**src/hw/rtl/trsd_pkg.sv**
```systemverilog
`default_nettype none

package trsd_pkg;

   // Parser phase codes
   localparam logic [2:0] PH_HEADER = 3'd0;
   localparam logic [2:0] PH_TIME   = 3'd1;
   localparam logic [2:0] PH_LENGTH = 3'd2;
   localparam logic [2:0] PH_KEY    = 3'd3;
   localparam logic [2:0] PH_VHIGH  = 3'd4;
   localparam logic [2:0] PH_VLOW   = 3'd5;
   localparam logic [2:0] PH_SKIP   = 3'd6;

   // Result kinds
   localparam logic [1:0] KIND_HEADER = 2'd0;
   localparam logic [1:0] KIND_POINT  = 2'd1;
   localparam logic [1:0] KIND_TRUNC  = 2'd2;

   // Byte counts of the fixed fields
   localparam logic [2:0] HDR_LEN      = 3'd5;
   localparam logic [2:0] WORD_BYTES   = 3'd2;
   localparam logic [15:0] TRIPLE_BYTES = 16'd3;

   typedef struct packed {
      logic [1:0]  result_kind;
      logic [7:0]  format_version;
      logic [5:0]  stamp_year;
      logic [3:0]  stamp_month;
      logic [4:0]  stamp_day;
      logic [4:0]  stamp_hour;
      logic [5:0]  stamp_minute;
      logic [5:0]  stamp_second;
      logic [15:0] point_time;
      logic [7:0]  point_key;
      logic [15:0] point_value;
   } result_type;

   // Pick the phase that follows a finished length or triple
   function automatic logic [2:0] body_phase(input logic [15:0] left);
      logic [2:0] ph;
      if (left == 16'd0) begin
         ph = PH_TIME;
      end else if (left < TRIPLE_BYTES) begin
         ph = PH_SKIP;
      end else begin
         ph = PH_KEY;
      end
      return ph;
   endfunction

endpackage

`default_nettype wire

```
**src/hw/rtl/timed_record_stream_decoder.sv**
```systemverilog
`default_nettype none

// Decodes a record stream one byte per cycle while req_stall is low. A five-byte
// header (version and a packed timestamp) yields one header item; each following
// record is a 16-bit time offset, a 16-bit length and key/value triples, and each
// complete triple yields one point item. A byte flagged end_of_file inside a
// header or a record yields a truncation item (unless it completes a header, a
// point or the record) and returns the parser to the header phase. Each result
// is registered in the result register that drives the rsp_ side, or in the skid
// register while a result waits there; this two-entry output buffer lets bytes
// keep flowing while one result waits, and req_stall rises only when both are full.
module timed_record_stream_decoder (
   input  wire logic        clock,
   input  wire logic        reset,
   input  wire logic        req_valid,
   output logic             req_stall,
   input  wire logic [7:0]  req_stream_byte,
   input  wire logic        req_end_of_file,
   output logic             rsp_valid,
   input  wire logic        rsp_stall,
   output logic [1:0]       rsp_result_kind,
   output logic [7:0]       rsp_format_version,
   output logic [5:0]       rsp_stamp_year,
   output logic [3:0]       rsp_stamp_month,
   output logic [4:0]       rsp_stamp_day,
   output logic [4:0]       rsp_stamp_hour,
   output logic [5:0]       rsp_stamp_minute,
   output logic [5:0]       rsp_stamp_second,
   output logic [15:0]      rsp_point_time,
   output logic [7:0]       rsp_point_key,
   output logic [15:0]      rsp_point_value
);
   import trsd_pkg::*;

   logic [2:0]  phase_ff, phase_in;
   logic [2:0]  count_ff, count_in;
   logic [31:0] shift_ff, shift_in;
   logic [7:0]  version_ff, version_in;
   logic [15:0] time_ff, time_in;
   logic [15:0] left_ff, left_in;
   logic [7:0]  key_ff, key_in;
   logic [7:0]  vhigh_ff, vhigh_in;

   logic        out_valid_ff, out_valid_in;
   result_type  out_ff, out_in;
   logic        skid_valid_ff, skid_valid_in;
   result_type  skid_ff, skid_in;

   logic        accept;
   logic        out_take;
   logic [2:0]  count_inc;
   logic        res_ok;
   result_type  res;

   assign accept    = req_valid && !req_stall;
   assign out_take  = out_valid_ff && !rsp_stall;
   assign count_inc = count_ff + 3'd1;

   // Parse one byte: next state and optional result
   always_comb begin
      phase_in   = phase_ff;
      count_in   = count_ff;
      shift_in   = shift_ff;
      version_in = version_ff;
      time_in    = time_ff;
      left_in    = left_ff;
      key_in     = key_ff;
      vhigh_in   = vhigh_ff;
      res        = '0;
      res_ok     = 1'b0;

      unique case (phase_ff)
         PH_TIME: begin
            time_in  = {time_ff[7:0], req_stream_byte};
            count_in = count_inc;
            if (count_inc >= WORD_BYTES) begin
               count_in = 3'd0;
               phase_in = PH_LENGTH;
            end
         end
         PH_LENGTH: begin
            left_in  = {left_ff[7:0], req_stream_byte};
            count_in = count_inc;
            if (count_inc >= WORD_BYTES) begin
               count_in = 3'd0;
               phase_in = body_phase(left_in);
            end
         end
         PH_KEY: begin
            key_in   = req_stream_byte;
            left_in  = left_ff - 16'd1;
            phase_in = PH_VHIGH;
         end
         PH_VHIGH: begin
            vhigh_in = req_stream_byte;
            left_in  = left_ff - 16'd1;
            phase_in = PH_VLOW;
         end
         PH_VLOW: begin
            left_in         = left_ff - 16'd1;
            res.result_kind = KIND_POINT;
            res.point_time  = time_ff;
            res.point_key   = key_ff;
            res.point_value = {vhigh_ff, req_stream_byte};
            res_ok          = 1'b1;
            phase_in        = body_phase(left_in);
            count_in        = 3'd0;
         end
         PH_SKIP: begin
            left_in = left_ff - 16'd1;
            if (left_in == 16'd0) begin
               phase_in = PH_TIME;
               count_in = 3'd0;
            end
         end
         default: begin
            // header phase, also any unused code
            if (count_ff == 3'd0) begin
               version_in = req_stream_byte;
               shift_in   = '0;
            end else begin
               shift_in = {shift_ff[23:0], req_stream_byte};
            end
            count_in = count_inc;
            if (count_inc >= HDR_LEN) begin
               res.result_kind    = KIND_HEADER;
               res.format_version = version_ff;
               res.stamp_year     = shift_in[31:26];
               res.stamp_month    = shift_in[25:22];
               res.stamp_day      = shift_in[21:17];
               res.stamp_hour     = shift_in[16:12];
               res.stamp_minute   = shift_in[11:6];
               res.stamp_second   = shift_in[5:0];
               res_ok             = 1'b1;
               phase_in           = PH_TIME;
               count_in           = 3'd0;
               time_in            = '0;
               left_in            = '0;
            end
         end
      endcase

      // End of file: flag a cut record, then clear everything
      if (req_end_of_file) begin
         if (!(phase_in == PH_TIME && count_in == 3'd0) && !res_ok) begin
            res             = '0;
            res.result_kind = KIND_TRUNC;
            res_ok          = 1'b1;
         end
         phase_in   = PH_HEADER;
         count_in   = '0;
         shift_in   = '0;
         version_in = '0;
         time_in    = '0;
         left_in    = '0;
         key_in     = '0;
         vhigh_in   = '0;
      end
   end

   // Steer results into the result register or the skid register
   always_comb begin
      out_valid_in  = out_valid_ff;
      out_in        = out_ff;
      skid_valid_in = skid_valid_ff;
      skid_in       = skid_ff;
      if (skid_valid_ff) begin
         if (out_take) begin
            out_in        = skid_ff;
            skid_valid_in = 1'b0;
         end
      end else if (accept && res_ok) begin
         if (!out_valid_ff || out_take) begin
            out_in       = res;
            out_valid_in = 1'b1;
         end else begin
            skid_in       = res;
            skid_valid_in = 1'b1;
         end
      end else if (out_take) begin
         out_valid_in = 1'b0;
      end
   end

   // Advance parser state on each accepted item
   always_ff @(posedge clock) begin
      if (reset) begin
         phase_ff   <= PH_HEADER;
         count_ff   <= '0;
         shift_ff   <= '0;
         version_ff <= '0;
         time_ff    <= '0;
         left_ff    <= '0;
         key_ff     <= '0;
         vhigh_ff   <= '0;
      end else if (accept) begin
         phase_ff   <= phase_in;
         count_ff   <= count_in;
         shift_ff   <= shift_in;
         version_ff <= version_in;
         time_ff    <= time_in;
         left_ff    <= left_in;
         key_ff     <= key_in;
         vhigh_ff   <= vhigh_in;
      end
   end

   // Hold output buffer flags
   always_ff @(posedge clock) begin
      if (reset) begin
         out_valid_ff  <= 1'b0;
         skid_valid_ff <= 1'b0;
      end else begin
         out_valid_ff  <= out_valid_in;
         skid_valid_ff <= skid_valid_in;
      end
   end

   // Hold output buffer payload
   always_ff @(posedge clock) begin
      out_ff  <= out_in;
      skid_ff <= skid_in;
   end

   assign req_stall          = skid_valid_ff;
   assign rsp_valid          = out_valid_ff;
   assign rsp_result_kind    = out_ff.result_kind;
   assign rsp_format_version = out_ff.format_version;
   assign rsp_stamp_year     = out_ff.stamp_year;
   assign rsp_stamp_month    = out_ff.stamp_month;
   assign rsp_stamp_day      = out_ff.stamp_day;
   assign rsp_stamp_hour     = out_ff.stamp_hour;
   assign rsp_stamp_minute   = out_ff.stamp_minute;
   assign rsp_stamp_second   = out_ff.stamp_second;
   assign rsp_point_time     = out_ff.point_time;
   assign rsp_point_key      = out_ff.point_key;
   assign rsp_point_value    = out_ff.point_value;

   // Skid entry only fills behind a waiting result
   a_skid_behind_out: assert property (@(posedge clock) disable iff (reset)
      skid_valid_ff |-> out_valid_ff)
      else $error("skid entry held without a result in the output register");

   // A key byte is only expected when a full triple remains
   a_key_has_triple: assert property (@(posedge clock) disable iff (reset)
      (phase_ff == PH_KEY) |-> (left_ff >= TRIPLE_BYTES))
      else $error("key phase entered with fewer than three bytes left");

   // Skip phase covers one or two trailing bytes
   a_skip_short: assert property (@(posedge clock) disable iff (reset)
      (phase_ff == PH_SKIP) |-> (left_ff != 16'd0 && left_ff < TRIPLE_BYTES))
      else $error("skip phase with an out-of-range byte count");

   // End of file returns the parser to the header start
   a_eof_restart: assert property (@(posedge clock) disable iff (reset)
      (accept && req_end_of_file) |=> (phase_ff == PH_HEADER && count_ff == 3'd0))
      else $error("parser not back at header start after end of file");

endmodule

`default_nettype wire
```
**config.mk**
```make
export PLATFORM = sky130hd
export DESIGN_NAME = timed_record_stream_decoder
export DESIGN_NICKNAME = d
export VERILOG_FILES = /design/src/hw/rtl/trsd_pkg.sv /design/src/hw/rtl/timed_record_stream_decoder.sv
export SDC_FILE = /design/constraint.sdc
export NUM_CORES = 1
export LEC_CHECK = 0
export BUFFER_PORTS_ARGS = -buffer_cell sky130_fd_sc_hd__buf_4
export CAP_MARGIN = 5
export CORE_UTILIZATION = 55
export CTS_BUF_LIST = sky130_fd_sc_hd__clkbuf_2 sky130_fd_sc_hd__clkbuf_4 sky130_fd_sc_hd__clkbuf_8
export DETAILED_ROUTE_END_ITERATION = 10
export GPL_TIMING_DRIVEN = 0
export PLACE_DENSITY = 0.77
export SLEW_MARGIN = 20
export SYNTH_ARGS = -nofsm -noshare
export SYNTH_HDL_FRONTEND = slang
export SYNTH_SLANG_ARGS = --single-unit
```
**constraint.sdc**
```tcl
create_clock -name clock -period 8.9 [get_ports clock]
set_input_delay 0.445 -clock clock [delete_from_list [all_inputs] [get_ports clock]]
set_output_delay 0.445 -clock clock [all_outputs]
set_load 0.02 [all_outputs]
```
# After elaboration in Yosys (flattened, before gate mapping)
# Index checks and enable logic that the tools add are counted.
[word_totals]
ff_bits = 252
mem_count = 0
ram_bits = 0
out_inout_bits = 84
rom_bits = 0
latch_bits = 0
[op_classes]
n_eq_ne = 12
n_reduce_logical = 38
n_mul = 0
div = 0
n_shift = 0
n_mux = 52
add_sub_neg = 2
magnitude_cmp = 4
n_bitwise = 2
[ops]
columns = ["cell", "count"]
rows = [
  ["two-way mux 82 bit", 6],
  ["two-way mux 40 bit", 3],
  ["two-way mux 32 bit", 2],
  ["two-way mux 8 bit", 7],
  ["two-way mux 16 bit", 3],
  ["two-way mux 24 bit", 2],
  ["one-hot mux 16 bit (3 select lines)", 1],
  ["two-way mux 3 bit", 13],
  ["logical NOT 16 bit", 2],
  ["less-than comparator 16 x 2 -> 1 bit (second input constant)", 2],
  ["one-hot mux 16 bit (2 select lines)", 1],
  ["one-hot mux 3 bit (6 select lines)", 1],
  ["AND reduction 3 bit", 6],
  ["subtractor 16 x 1 -> 16 bit (second input constant)", 1],
  ["one-hot mux 3 bit (4 select lines)", 1],
  ["nonzero test 2 bit", 6],
  ["two-way mux 1 bit", 10],
  ["OR reduction 5 bit", 2],
  ["== test 3 bit (second input constant)", 3],
  ["!= test 2 x 1 -> 1 bit (second input constant)", 4],
  ["== test 3 x 1 -> 1 bit (second input constant)", 2],
  ["== test 3 x 2 -> 1 bit (second input constant)", 2],
  ["logical NOT 3 bit", 2],
  ["AND reduction 2 bit", 3],
  ["other kinds (15)", 25],
]

# Depth between registers and ports, before layout
[depth]
word_depth = 14
ltp_mapped = 13
ltp_nobuf = 10

# Least setup slack after synthesis
# No wires, ideal clock.
[synth_path]
path_kind = "register to register"
start = "register count_ff[0]"
end = "register skid_ff[0] in the netlist's numbering (enable)"
path_buffers = 1
path_stages_with_launch = 11
required_ns = 8.256
t_arrival_ns = 8.334
slack_ns = -0.079
path_cell_list = "dfxtp_1 > clkbuf_1 > inv_1 > ha_1 > nor3_1 > nor3_1 > a221o_1 > nor3_1 > a2bb2oi_1 > o31ai_1 > a211oi_1"
[synth_via]
elab_chain_cells = 12
[synth_rtl]
columns = ["element", "line", "source"]
rows = [
  ["from (decl)", "timed_record_stream_decoder.sv:36", "logic [2:0] count_ff, count_in;"],
  ["from (signal assigned)", "timed_record_stream_decoder.sv:198", "count_ff <= count_in;"],
  ["adder 3 x 1 -> 3 bit", "timed_record_stream_decoder.sv:57", "assign count_inc = count_ff + 3'd1;"],
  [">= comparator 3 bit / >= comparator 3 x 2 -> 1 bit (equally long branches)", "timed_record_stream_decoder.sv:125, timed_record_stream_decoder.sv:76, timed_record_stream_decoder.sv:84", ""],
  ["two-way mux 3 bit, on equally long branches", "timed_record_stream_decoder.sv:125, timed_record_stream_decoder.sv:76, timed_record_stream_decoder.sv:84", ""],
  ["one-hot mux 3 bit (6 select lines) / one-hot mux 3 bit (4 select lines) (equally long branches)", "timed_record_stream_decoder.sv:72", "unique case (phase_ff)"],
  ["== test 3 x 1 -> 1 bit / logical NOT 3 bit (equally long branches)", "timed_record_stream_decoder.sv:145", "if (!(phase_in == PH_TIME && count_in == 3'd0) && !res_ok) begin"],
  ["logical AND 1 bit", "timed_record_stream_decoder.sv:145", ""],
  ["logical NOT 1 bit", "timed_record_stream_decoder.sv:145", ""],
  ["logical AND 1 bit", "timed_record_stream_decoder.sv:145", ""],
  ["two-way mux 1 bit", "timed_record_stream_decoder.sv:145", ""],
  ["two-way mux 1 bit *", "timed_record_stream_decoder.sv:144", "if (req_end_of_file) begin"],
  ["logical AND 1 bit *", "timed_record_stream_decoder.sv:172", "end else if (accept && res_ok) begin"],
  ["AND reduction 3 bit (no line) *", "--", ""],
  ["to (signal assigned)", "timed_record_stream_decoder.sv:222", "skid_ff <= skid_in;"],
  ["to (decl)", "timed_record_stream_decoder.sv:47", "result_type skid_ff, skid_in;"],
]
# Every way passes the cells marked *; elsewhere a longest branch is shown, timed or not.
# A chain may end at the register's enable or synchronous reset.

# Worst setup path in the final report
[layout_path]
start = "register count_ff[0]"
end = "register skid_ff[55] in the netlist's numbering (enable)"
# The elaborated chain is that of the path after synthesis.

==> flow_summary.toml <==
[setup_path]
cp.arrival_ns = 4.56
required_ns = 9.12
path_delay_family = "compound AO/OA/AOI/OAI gates"
cp.buffers_inverters = 5
reg2reg_to = "skid_ff[55]$_DFFE_PP_"
crit_chain = "clkbuf_1, inv_1, ha_1, nor3_1, nor3_1, a221o_1, nor3_1, a2bb2oi_1, o31ai_1, a211oi_4, buf_6, buf_6, buf_8"
ff2ff_path_depth = 13
critPathCaptureType = "flip-flop"
path_max_fanout = 16
crit_type = "flip-flop to flip-flop"
rrSetupSlack_ns = 4.56
path_common_cell = "nor3_1"
slowest_delay_ns = 0.55
cp_slowest_cell = "nor3_1"
reg2reg_from = "count_ff[0]$_SDFFE_PP0P_"
cp-start-kind = "flip-flop"

[power]
powerDensity_nw_per_um2 = 191
p_total_w = 0.00249
max-vdd-ir-drop_mv = 0.121
leakage_nw = 4.88

[yosys]
synth_top_area_share = 0.450
syn_inst = 937
async_flop_share = 0
syn_area_um2 = 10900
ys_ff_latch = 252
avgSynthCellArea_um2 = 11.7
yosysTopAreaCell = "edfxtp_1"
synthTopCellsByArea = "edfxtp_1 (45%), dfxtp_1 (16%), mux2_2 (8.2%), and2_1 (4.3%), nand2_1 (3.0%)"
synth.distinct_cells = 65
synth_ff_type = "edfxtp_1"
synth_edf_count = 164
seq_area_frac_synth = 0.611
yosys_warnings = 0
synth_nets = 955

[global_routing]
grt_use_total = 0.247
antenna_found_initial = 0
grt_pass1_wl_um = 38800
gr-total-overflow = 0
grt_max_degree = 50
grt_pass1_vias = 7299

[die]
die_x_um = 143
die_h_um = 143
die_area_um2 = 20500
coreArea_um2 = 19500
rows = 51
start_util = 0.562
io_pins = 97

[layout]
layout-drive-gt1-share = 0.244
layout.nets = 1099
instances_no_fill = 1375
syn_to_final_growth_pct = 18.8
num_antenna_cells = 0
final_common_cell = "edfxtp_1"
mostFrequentLayoutCells = "edfxtp_1 (164), buf_4 (95), dfxtp_1 (88)"
post-route-cell-area_um2 = 13000

[place]
port_buffers = 95
dp_hpwl_um = 16900
dp_slack_ns = 4.66
placed_cells = 1304
placed_area_um2 = 12100
gp_congestion = 0.894

[sta]
rsz0062_at_grt = "no"
fmax_mhz = 230
final-hold-violation-count = 0
setup_ws_ns = 4.56
tightest_slew_ns = 0.950
finalSetupTns_ns = 0
finClkSkew_ns = 0.0271
drv_slew = 0
finalSetupViolations = 0
slew_headroom = 0.363
fin_crit_ns = 4.34
fin_crit_sh = 0.488

[route]
vias = 7650
totalWireLength_um = 24600
wl_per_cell_um = 17.9
drt_iter0_drc = 689
vias_per_cell = 5.56
drt-pass1-iter-count = 6
drcViolationCount = 0
detail-route-antenna-nets = 0

[clocking]
cts_made_buffers = 40
cts_hold_buf = 0
htree_levels = 2
cts_sinks = 252
clk_pin_slew_ns = 0.06
ctsLongestPathBuffers = 3
clk_latency_ns = 0.53
ctsResizeCount = 0
root_buffer = "clkbuf_8"
cts_tree = "done"
cts_setup_buffers = 0

[run]
max_cap_violations = 0

[run_status]
outcome = "finished, final reports clean"

[worst_hold_path]
min_path_cells = 3
hold_class = "input pin to flip-flop"
holdPathEnd = "shift_ff[5]$_SDFFE_PP0P_"
hp-start = "req_stream_byte[5]"
[flip-flops by register name (all words and copies together), names as in the netlist, 8 cells and up]
| signal | flops |
|---|---|
| left_ff | 16 |
| rsp_format_version | 8 |
| time_ff | 16 |
| vhigh_ff | 8 |
| rsp_point_time | 16 |
| version_ff | 8 |
| rsp_point_value | 16 |
| shift_ff | 24 |
| rsp_point_key | 8 |
| key_ff | 8 |
| skid_ff | 82 |
[how the worst max path moves through the flow]
stage	from	end	slack, ns	cells past startpoint
floorplan	count_ff[0]$_SDFFE_PP0P_	skid_ff[0]$_DFFE_PP_	2.76	10
global placement	count_ff[0]$_SDFFE_PP0P_	skid_ff[24]$_DFFE_PP_	0.78	10
detailed placement	count_ff[0]$_SDFFE_PP0P_	skid_ff[49]$_DFFE_PP_	4.66	13
CTS	count_ff[0]$_SDFFE_PP0P_	skid_ff[56]$_DFFE_PP_	4.59	13
global route	count_ff[0]$_SDFFE_PP0P_	skid_ff[48]$_DFFE_PP_	4.26	13
finish	count_ff[0]$_SDFFE_PP0P_	skid_ff[55]$_DFFE_PP_	4.56	13
[synthesized netlist by cell type (3+ instances only)]
library cell  number
edfxtp_1         164
dfxtp_1           88
nand2_1           87
mux2_2            80
and2_1            76
nor2_1            73
a21oi_1           63
clkbuf_1          49
nand3_1           39
o21ai_0           24
inv_1             20
nor3_1            20
a22oi_1           18
mux2i_1           16
nor4_1            12
xnor2_1            8
xor2_1             8
nand4_1            6
ha_1               5
nand2b_1           5
nor2b_1            5
o21ai_1            5
a31oi_1            3
and3_1             3
and4_1             3
buf_1              3
buf_2              3
o211ai_1           3
or3_1              3
[power by group]
group / internal, W / leakage (nW) / switching, W / total (W)
sequential: 0.00127 / 2.23 / 0.00000860 / 0.00127
clock: 0.000622 / 0.461 / 0.000437 / 0.00106
combinational: 0.0000517 / 2.19 / 0.000100 / 0.000152
total: 0.00194 / 4.88 / 0.000546 / 0.00249
[worst register-to-register path: cells and delay by family (launching register included)]
family / cells / cell delay (ns)
simple gates: 3 / 0.84
flops: 1 / 0.36
compound gates: 4 / 1.39
fa+ha+maj: 1 / 0.40
buf+inv: 5 / 1.05
[kinds of logic after synthesis]
| group | Yosys count | share of synthesized area |
|---|---|---|
| AO/OA/AOI/OAI | 139 | 0.0788 |
| buffers and inverters | 79 | 0.0290 |
| multiplexers | 96 | 0.0969 |
| AND/OR/NAND/NOR | 349 | 0.164 |
| XOR/XNOR | 17 | 0.0143 |
| flip-flops | 252 | 0.611 |
| adder cells (fa/ha/maj) | 5 | 0.00572 |
[through the flow]
step | utilization | hold slack, ns
final | 0.668 | 0.261
after global routing | 0.668 | 0.240
after CTS | 0.668 | 0.233
after detailed placement | 0.623 | 0.443
after global placement | 0.616 | 0.436
after floorplan | - | 0.427
[routing by layer]
layer	vias up	GRT usage	routed length, um
li1	3657	-	-
met4	0	0.0860	660
met1	3693	0.333	10800
met2	247	0.405	11800
met3	53	0.0376	1250
met5	-	0	0
[area by class of cell]
type                    count  area (um2)
plain buffers              59         243
clock buffers              57         741
clock inverters            14         136
fillers                  1437        6460
inverters                  20        75.1
multi-input cells         606        3970
flip-flops and latches    252        6690
well taps                 265         332
repair buffers            102         816
Note: power is estimated with default switching activity, not from simulation.
